===== config.mk =====
export PLATFORM = sky130hd
export DESIGN_NAME = exp_golomb_bit_writer_core
export DESIGN_NICKNAME = d
export VERILOG_FILES = /design/src/rtl/egbw_pkg.sv /design/src/rtl/exp_golomb_bit_writer_core.sv
export SDC_FILE = /design/constraint.sdc
export NUM_CORES = 1
export LEC_CHECK = 0
export BUFFER_PORTS_ARGS = -buffer_cell sky130_fd_sc_hd__buf_2
export CORE_ASPECT_RATIO = 0.9
export CORE_MARGIN = 1.5
export CORE_UTILIZATION = 60
export DETAILED_ROUTE_END_ITERATION = 8
export PLACE_DENSITY = 0.78
export SYNTH_ARGS = -nofsm -noshare
export SYNTH_HDL_FRONTEND = slang
export SYNTH_SLANG_ARGS = --single-unit

===== constraint.sdc =====
create_clock -name aclk -period 13.11 [get_ports aclk]
set_input_delay 1.9665 -clock aclk [delete_from_list [all_inputs] [get_ports aclk]]
set_output_delay 1.9665 -clock aclk [all_outputs]
set_load 0.01 [all_outputs]

===== src/rtl/egbw_pkg.sv =====
// Shared types and constants for the Exp-Golomb bit writer.
package egbw_pkg;

    localparam int REQ_W    = 2;
    localparam int VALUE_W  = 32;
    localparam int COUNT_W  = 6;
    localparam int BYTE_W   = 8;
    localparam int POS_W    = 48;
    localparam int NBYTES_W = POS_W - 3;
    localparam int UE_W     = 16;

    // largest code number that still fits a 31-bit ue code
    localparam logic [VALUE_W-1:0] UE_MAX = 32'd65534;

    typedef enum logic [REQ_W-1:0] {
        REQ_PUT_BITS = 2'd0,
        REQ_PUT_UE   = 2'd1,
        REQ_TRAILING = 2'd2,
        REQ_ALIGN    = 2'd3
    } req_type_t;

endpackage


===== src/rtl/exp_golomb_bit_writer_core.sv =====
// Exp-Golomb ue(v) and fixed-length bitstream writer, MSB-first byte packer.
//
// Input channel (s_*): one request per item. s_tuser carries the request kind
// (put fixed bits, put ue code, RBSP trailing bits, align); s_tdata carries the
// value and the fixed-put bit count.
// Result channel (m_*): each request yields one result per completed byte, or
// a single empty result (no byte flag) when no byte completes or a ue value is
// rejected. m_tlast marks the final result of a request; every result of a
// request reports the bit position after the whole request.
// The request is held in the input register, then moved into the result
// register, which drives m_*. A request yields 1 to (max(MAX_PUT_BITS,32)+7)/8
// results, 1 to 4 at the default; the result register gives one byte per cycle
// while m_tready is high. The input register takes a new item while the result
// register still drains, so with m_tready high requests follow back to back
// when each completes at most one byte.
// Reset clears the partial byte, the byte counter and both valid flags.
// When the receiver stalls, the current result holds and the input register
// fills, then s_tready drops until the result register frees up.
module exp_golomb_bit_writer_core #(
    parameter int MAX_PUT_BITS = 32
) (
    input  logic                                    aclk,
    input  logic                                    aresetn,
    input  logic                                    s_tvalid,
    output logic                                    s_tready,
    // value [31:0], bit_count [37:32], zero pad [39:38]
    input  logic [39:0]                             s_tdata,
    // req_type [1:0]
    input  logic [egbw_pkg::REQ_W-1:0]              s_tuser,
    output logic                                    m_tvalid,
    input  logic                                    m_tready,
    // out_byte [7:0], bit_position [55:8]
    output logic [55:0]                             m_tdata,
    // has_byte [0], error [1]
    output logic [1:0]                              m_tuser,
    output logic                                    m_tlast
);
    import egbw_pkg::*;

    localparam int ACC_W     = ((MAX_PUT_BITS > 32) ? MAX_PUT_BITS : 32) + 7;
    localparam int MAX_BYTES = ACC_W / 8;
    localparam int J         = (MAX_BYTES + 1) * 8;
    localparam int BYTES_W   = MAX_BYTES * 8;
    localparam int NW        = $clog2(J + 1);
    localparam int CW        = $clog2(MAX_BYTES + 1);

    // input register
    logic                   in_valid_reg;
    req_type_t              in_req_reg;
    logic [VALUE_W-1:0]     in_value_reg;
    logic [COUNT_W-1:0]     in_count_reg;

    // writer state
    logic [6:0]             partial_reg, partial_next;
    logic [2:0]             fill_reg, fill_next;
    logic [NBYTES_W-1:0]    byte_count_reg, byte_count_next;

    // result register
    logic                   out_valid_reg;
    logic [BYTES_W-1:0]     out_data_reg;
    logic [CW-1:0]          out_left_reg;
    logic [POS_W-1:0]       out_pos_reg;
    logic                   out_err_reg;

    logic                   out_done;
    logic                   move;

    logic [NW-1:0]          put_len;
    logic [NW-1:0]          total;
    logic [J-1:0]           put_bits;
    logic [J-1:0]           acc;
    logic [J-1:0]           packed_bits;
    logic [CW-1:0]          nb;
    logic                   ue_err;
    logic [UE_W-1:0]        ue_code;
    logic [3:0]             ue_log;

    assign out_done = m_tready && (out_left_reg <= CW'(1));
    assign move     = in_valid_reg && (!out_valid_reg || out_done);
    assign s_tready = !in_valid_reg || move;

    always_comb begin
        ue_code = in_value_reg[UE_W-1:0] + UE_W'(1);
        ue_log  = '0;
        for (int i = 0; i < UE_W; i++) begin
            if (ue_code[i]) begin
                ue_log = 4'(i);
            end
        end
    end

    always_comb begin
        put_len  = '0;
        put_bits = '0;
        ue_err   = 1'b0;
        case (in_req_reg)
            REQ_PUT_BITS: begin
                if (32'(in_count_reg) > MAX_PUT_BITS) begin
                    put_len = NW'(MAX_PUT_BITS);
                end else begin
                    put_len = NW'(in_count_reg);
                end
                put_bits = J'(in_value_reg) & ~({J{1'b1}} << put_len);
            end
            REQ_PUT_UE: begin
                if (in_value_reg > UE_MAX) begin
                    ue_err = 1'b1;
                end else begin
                    put_len  = NW'({ue_log, 1'b1});
                    put_bits = J'(ue_code);
                end
            end
            REQ_TRAILING, REQ_ALIGN: begin
                // align adds nothing on a byte boundary
                if (in_req_reg == REQ_TRAILING || fill_reg != 3'd0) begin
                    put_len  = NW'(4'd8 - {1'b0, fill_reg});
                    put_bits = J'(1) << (put_len - NW'(1));
                end
            end
            default: begin
                put_len = '0;
            end
        endcase

        total           = NW'(fill_reg) + put_len;
        acc             = (J'(partial_reg) << put_len) | put_bits;
        packed_bits     = acc << (NW'(J) - total);
        nb              = CW'(total >> 3);
        fill_next       = total[2:0];
        partial_next    = acc[6:0] & ~(7'h7f << fill_next);
        byte_count_next = byte_count_reg + NBYTES_W'(nb);
    end

    always_ff @(posedge aclk) begin
        if (!aresetn) begin
            in_valid_reg   <= 1'b0;
            out_valid_reg  <= 1'b0;
            partial_reg    <= '0;
            fill_reg       <= '0;
            byte_count_reg <= '0;
        end else begin
            if (s_tready) begin
                in_valid_reg <= s_tvalid;
            end
            if (move) begin
                out_valid_reg  <= 1'b1;
                partial_reg    <= partial_next;
                fill_reg       <= fill_next;
                byte_count_reg <= byte_count_next;
            end else if (out_valid_reg && out_done) begin
                out_valid_reg <= 1'b0;
            end
        end
    end

    always_ff @(posedge aclk) begin
        if (s_tvalid && s_tready) begin
            in_req_reg   <= req_type_t'(s_tuser);
            in_value_reg <= s_tdata[VALUE_W-1:0];
            in_count_reg <= s_tdata[VALUE_W +: COUNT_W];
        end
        if (move) begin
            out_data_reg <= packed_bits[J-1 -: BYTES_W];
            out_left_reg <= nb;
            out_pos_reg  <= {byte_count_next, fill_next};
            out_err_reg  <= ue_err;
        end else if (out_valid_reg && m_tready && !out_done) begin
            // advance to the next completed byte
            out_data_reg <= out_data_reg << BYTE_W;
            out_left_reg <= out_left_reg - CW'(1);
        end
    end

    assign m_tvalid          = out_valid_reg;
    assign m_tlast           = out_left_reg <= CW'(1);
    assign m_tuser[0]        = out_left_reg != '0;
    assign m_tuser[1]        = out_err_reg;
    assign m_tdata[7:0]      = (out_left_reg != '0) ? out_data_reg[BYTES_W-1 -: BYTE_W] : '0;
    assign m_tdata[55:8]     = out_pos_reg;

`ifndef SYNTH
    a_left_bound: assert property (@(posedge aclk) disable iff (!aresetn)
        out_valid_reg |-> out_left_reg <= CW'(MAX_BYTES))
        else $error("result byte count exceeds the result register");

    a_err_single: assert property (@(posedge aclk) disable iff (!aresetn)
        (m_tvalid && m_tuser[1]) |-> (!m_tuser[0] && m_tlast))
        else $error("rejected request must give one empty final result");

    a_pos_steady: assert property (@(posedge aclk) disable iff (!aresetn)
        (m_tvalid && m_tready && !m_tlast) |=> (m_tvalid && $stable(out_pos_reg)))
        else $error("bit position changed within a request");

    a_state_hold: assert property (@(posedge aclk) disable iff (!aresetn)
        !move |=> ($stable(byte_count_reg) && $stable(fill_reg)))
        else $error("writer state changed without a request");

    a_no_skip: assert property (@(posedge aclk) disable iff (!aresetn)
        (out_valid_reg && !m_tready && in_valid_reg) |-> !s_tready)
        else $error("input taken while both registers are full");
`endif

endmodule

# After elaboration in Yosys (flattened, before gate mapping)
# Index checks and enable logic that the tools add are counted.
# W data, S select, Z words.
# op_classes
shift,5
eq_ne,3
reduce_logical,18
addsub,7
div_mod_pow,0
n_lt_le_gt_ge,3
n_bitwise,5
n_mux,31
multipliers,0
# op_table
cell,n
$pmux W40 S3,1
$mux W32,2
$mux W4,12
$add A45 B3 Y45,1
$and A32 B40 Y40,1
$mux W40,1
$not A40 Y40,1
$or A40 B40 Y40,1
$shl A1 B6 Y40 const A,1
$shl A40 B6 Y40,1
$shl A40 B6 Y40 const A,1
$shl A7 B6 Y40,1
$gt A32 B16 Y1 const B,1
$mux W6,3
$pmux W6 S3,1
$add A16 B1 Y16 const B,1
$mux W16,1
$mux W8,1
$and A7 B7 Y7,1
$not A7 Y7,1
$shl A7 B3 Y7 const A,1
$add A3 B6 Y6,1
$gt A6 B6 Y1 const B,1
$logic_and A1 B1 Y1,6
other kinds (17),29
# word_totals
ram_bits,0
inputBits,46
ff_bits,181
output_inout_bits,61
mem_count,0
latch_bits,0
elab_cells,84
rom_bits,0

# Logic depth before layout (Yosys ltp)
# logic_depth
word_depth,22
depth_mapped,32
ltp_nobuf,30

# Worst setup path before layout
# No wires, ideal clock.
# synth_path
kind,register to register
start,register in_value_reg[0]
end,register byte_count_reg[37]
n_path_buf,4
setup_ns,0.115
arrival_time_ns,6.469
slack_ns,6.526
required_ns,12.995
path_stages_with_launch,29
period_less_slack_ns,6.584
cell_sequence,edfxtp_1 -> ha_1 -> buf_6 -> and3_1 -> buf_6 -> or3_1 -> a32o_1 -> a211oi_4 -> nor2_4 -> o21ai_2 -> ha_1 -> a21o_1 -> a21oi_1 -> o21ai_0 -> ha_1 -> a21oi_1 -> or3_1 -> clkbuf_1 -> nor4_1 -> nand3_1 -> nor2_1 -> and3_1 -> and3_1 -> clkbuf_1 -> nand2_1 -> nor2_1 -> nand2_1 -> xnor2_1 -> and2_1
# synth_between
elab_chain_cells,20
elab_cells_between_ends,21
classes_between,add/sub (3); order compare (1); mux (17)
# synth_lines
element,line,text
from (decl),exp_golomb_bit_writer_core.sv:50,logic [VALUE_W-1:0] in_value_reg;
from (signal assigned),exp_golomb_bit_writer_core.sv:159,in_value_reg <= s_tdata[VALUE_W-1:0];
$add A16 B1 Y16,exp_golomb_bit_writer_core.sv:83,ue_code = in_value_reg[UE_W-1:0] + UE_W'(1);
$mux W1,exp_golomb_bit_writer_core.sv:86,if (ue_code[i]) begin
$mux W2 (2 in a row),exp_golomb_bit_writer_core.sv:86,
$mux W4 (12 in a row),exp_golomb_bit_writer_core.sv:86,
$mux W5 *,exp_golomb_bit_writer_core.sv:106,if (in_value_reg > UE_MAX) begin
$pmux W6 S3 *,exp_golomb_bit_writer_core.sv:96,case (in_req_reg)
$add A3 B6 Y6 *,exp_golomb_bit_writer_core.sv:125,total = NW'(fill_reg) + put_len;
$add A45 B3 Y45 *,exp_golomb_bit_writer_core.sv:131,byte_count_next = byte_count_reg + NBYTES_W'(nb);
to (signal assigned),exp_golomb_bit_writer_core.sv:149,byte_count_reg <= byte_count_next;
to (decl),exp_golomb_bit_writer_core.sv:56,"logic [NBYTES_W-1:0] byte_count_reg, byte_count_next;"
# Mark *: on every way between the ends. The rest lies on a longest branch, timed or not.
# A chain may end at the register's enable or synchronous reset.

# Final worst setup path
# layout_path
start,register in_value_reg[1]
end,register byte_count_reg[44]
# Same word-level chain as after synthesis.

==> results.md <==
* Run status: complete, no violations
* Source-to-sink clock delay at the later pin of the worst-skew pair at 450 ps
* Depth of the CTS H-tree at 4
* Effective utilization at floorplan at 61.2%
* Post-synthesis instance area at 13300 µm²
* Post-route cell area at 14400 µm²
* Setup tns final at 0 ps
* Instance count of the mapped netlist at 1466
* Pre-Repair DR Iteration Count at 7
* Placed instance count at 1773
* Routability congestion estimate at 1.03
* CP Capture Type: flop
* Max-slew headroom at 23.2%
* Via count at 12145
* Aggregate routed wire length at 38100 µm
* Fill cell instance count of the final layout at 1781
* Via count of the first global-routing pass at 11078
* Power density over the cells at 128 nW/µm²
* Shortest period the worst path allows at 8220 ps
* DP Area at 13800 µm²
* Setup repair bufs after CTS at 0
* Proportion of layout cells with a drive suffix above 1 at 16.2%
* Die Footprint at 23000 µm²
* Critical Path Source Type: flop
* Setup repair after global routing missed its margin: false
* Cell taking the most area after synthesis: sky130_fd_sc_hd__edfxtp_1
* Crit Path Class: flop to flop
* Crit path arrival time at 8590 ps
* Antenna viol nets, final at 0
* CTS clock-pin slew for the worst setup and hold paths at 80 ps
* Overflow after GRT at 0
* Max FO, Critical Path at 20
* Net count of the finished layout at 1570
* LEAKAGE at 5.25 nW
* Rows at 51
* Bufs on Longest Clock Path at 2
* Synthesized Nets at 1535
* Half-perimeter wire length after placement at 27500 µm
* Proportion of netlist area held by the largest area contributor at 28.0%
* Register cell area after layout at 4860 µm²
* Post-Syn Area per Cell at 9.06 µm²
* TritonCTS sink count at 181
* Area growth syn-to-layout at 8.55%
* Antenna Cells at 0
* Standard cell core area at 21700 µm²
* Total count of hold-check failures in the final report at 0
* Sequential cell area fraction in the yosys report at 36.6%
* Top-level I/O count at 107
* Pin count of the biggest net entering global routing at 90
* Final Slew Violations at 0
* Maximum Capacitance Violations at 0
* Resize count post-CTS at 0
* Residual DRC at 0
* DRT iter0 DRCs at 1467
* Horizontal extent of the die at 160 µm
* Total clock buffers created by CTS at 17
* Initial antenna violation count at 0
* Most instantiated flip-flop cell in the synthesis netlist: sky130_fd_sc_hd__edfxtp_1
* CTS hold repair buffers at 0
* Cell with the most instances on the worst path: sky130_fd_sc_hd__ha_1
* Wire length of the first global-routing pass at 60200 µm
* Transition time at the pin with the least slew margin at 1140 ps
* Max stage delay on crit path at 620 ps
* Slowest cell on the critical path: sky130_fd_sc_hd__a21oi_1
* Register bit count reported by yosys at 181
* CTS tree: done
* Die extent in y at 144 µm
* Data required time at the worst endpoint at 13480 ps
* Worst vdd rail ir drop at 0.0992 mV
* Clock tree root buffer cell: sky130_fd_sc_hd__clkbuf_16
* Via density per instance at 6.73
* Post-layout util at 66.5%
* Most frequent cells in the layout: sky130_fd_sc_hd__nand2_1 (172), sky130_fd_sc_hd__edfxtp_1 (124), sky130_fd_sc_hd__nor2_1 (119)
* Number of synthesized flops with an enable pin at 124
* Type of the most critical hold path: flop to flop
* Number of endpoints failing setup at the final stage at 0
* Largest cells by area after synthesis: sky130_fd_sc_hd__edfxtp_1 (28%), sky130_fd_sc_hd__dfxtp_1 (8.6%), sky130_fd_sc_hd__nand2_1 (4.9%)
* Setup clock skew after layout at 12.2 ps
* Number of non-filler instances in the completed layout at 1805
* Multi-input combinational cell area at 7880 µm²
* Number of flip-flops in the largest register at 48
* Fraction of the cycle the final worst path needs at 62.7%
* Share of synthesized registers carrying an async set or reset at 0%
* Port buffer count at 104
* Global Route Usage Sum at 33.4%
* Most frequent standard cell in the layout excluding fill and tap cells: sky130_fd_sc_hd__nand2_1
* Post-detailed-route wirelength per cell at 21.1 µm
* Warnings, synthesis at 0
* Peak Freq at 122 MHz
* Number of unique standard cell types used by synthesis at 102
==> synth_stat cells (all sizes together), types with 18 or more instances <==
master	count
a221oi	22
and2	55
a211oi	19
o21ai	74
mux2i	33
dfxtp	57
xor2	35
mux2	27
edfxtp	124
nor2	120
buf	42
nand4	18
o211ai	22
nor3	34
nand3	46
or3	22
inv	32
xnor2	59
ha	21
nand2	174
clkbuf	58
a21oi	76
a21boi	21
==> report_power, final <==
part           leakage [nW]  total, W  internal (W)  switching, W
Combinational          3.33  0.000649      0.000220      0.000429
Clock                 0.285  0.000521      0.000256      0.000264
Sequential             1.64  0.000675      0.000650     0.0000246
Total                  5.25   0.00184       0.00113      0.000717
==> cells by family (layout without fill, tap and decap cells) <==
family / Yosys count / after routing / synth area share, %
simple gates: 546 / 546 / 20.6
fa+ha+maj: 23 / 23 / 2.28
mux: 69 / 69 / 6.33
flops: 181 / 181 / 36.6
xor+xnor: 94 / 94 / 6.31
compound gates: 421 / 421 / 23.5
buf+inv: 132 / 180 / 4.36
==> metrics by stage <==
| stage | total power, W | setup slack [ps] | hold slack, ps |
|---|---|---|---|
| after CTS | 0.00182 | 4990 | 488 |
| after global routing | 0.00192 | 4360 | 517 |
| after floorplan | 0.00115 | 6530 | 448 |
| after detailed placement | 0.00131 | 5090 | 478 |
| final | 0.00184 | 4900 | 485 |
| after global placement | 0.00130 | 5300 | 458 |
==> worst max-delay path: cells and delay by family (launching register included) <==
family	cells	cell delay, ps
multiplexers	1	400
buffers and inverters	3	600
flip-flops	1	570
AND/OR/NAND/NOR	12	3260
AO/OA/AOI/OAI	5	1470
adder cells (fa/ha/maj)	4	1530
XOR/XNOR	1	300
==> routing by layer <==
metal | vias up | track usage, % | share of wire (%) | routed length (µm)
met4 | 0 | 12.1 | 3.0 | 1150
met3 | 106 | 9.15 | 12 | 4620
met5 | - | 0 | 0 | 0
met1 | 5698 | 45.6 | 42 | 16000
met2 | 748 | 51.1 | 43 | 16300
li1 | 5593 | - | - | -
==> path summary, 6_finish.rpt <==
path / start / endpoint / slack [ps] / cells after the start
worst max-delay path: in_value_reg[1]$_DFFE_PP_ / byte_count_reg[44]$_SDFFE_PN0P_ / 4900 / 26
worst min-delay path: byte_count_reg[0]$_SDFFE_PN0P_ / byte_count_reg[0]$_SDFFE_PN0P_ / 480 / 2
worst max register to register: in_value_reg[1]$_DFFE_PP_ / byte_count_reg[44]$_SDFFE_PN0P_ / 4900 / 26
worst min register to register: byte_count_reg[0]$_SDFFE_PN0P_ / byte_count_reg[0]$_SDFFE_PN0P_ / 480 / 2
==> cell type report <==
type                       instances  area share (%)
clock buffer                      18            2.98
clock inverter                    14            1.08
inverter                          32           0.841
multi-input combinational       1153            54.6
sequential                       181            33.7
tap                              291            2.52
timing repair buffer             116            4.23
Power figures use the tool's default switching activity.
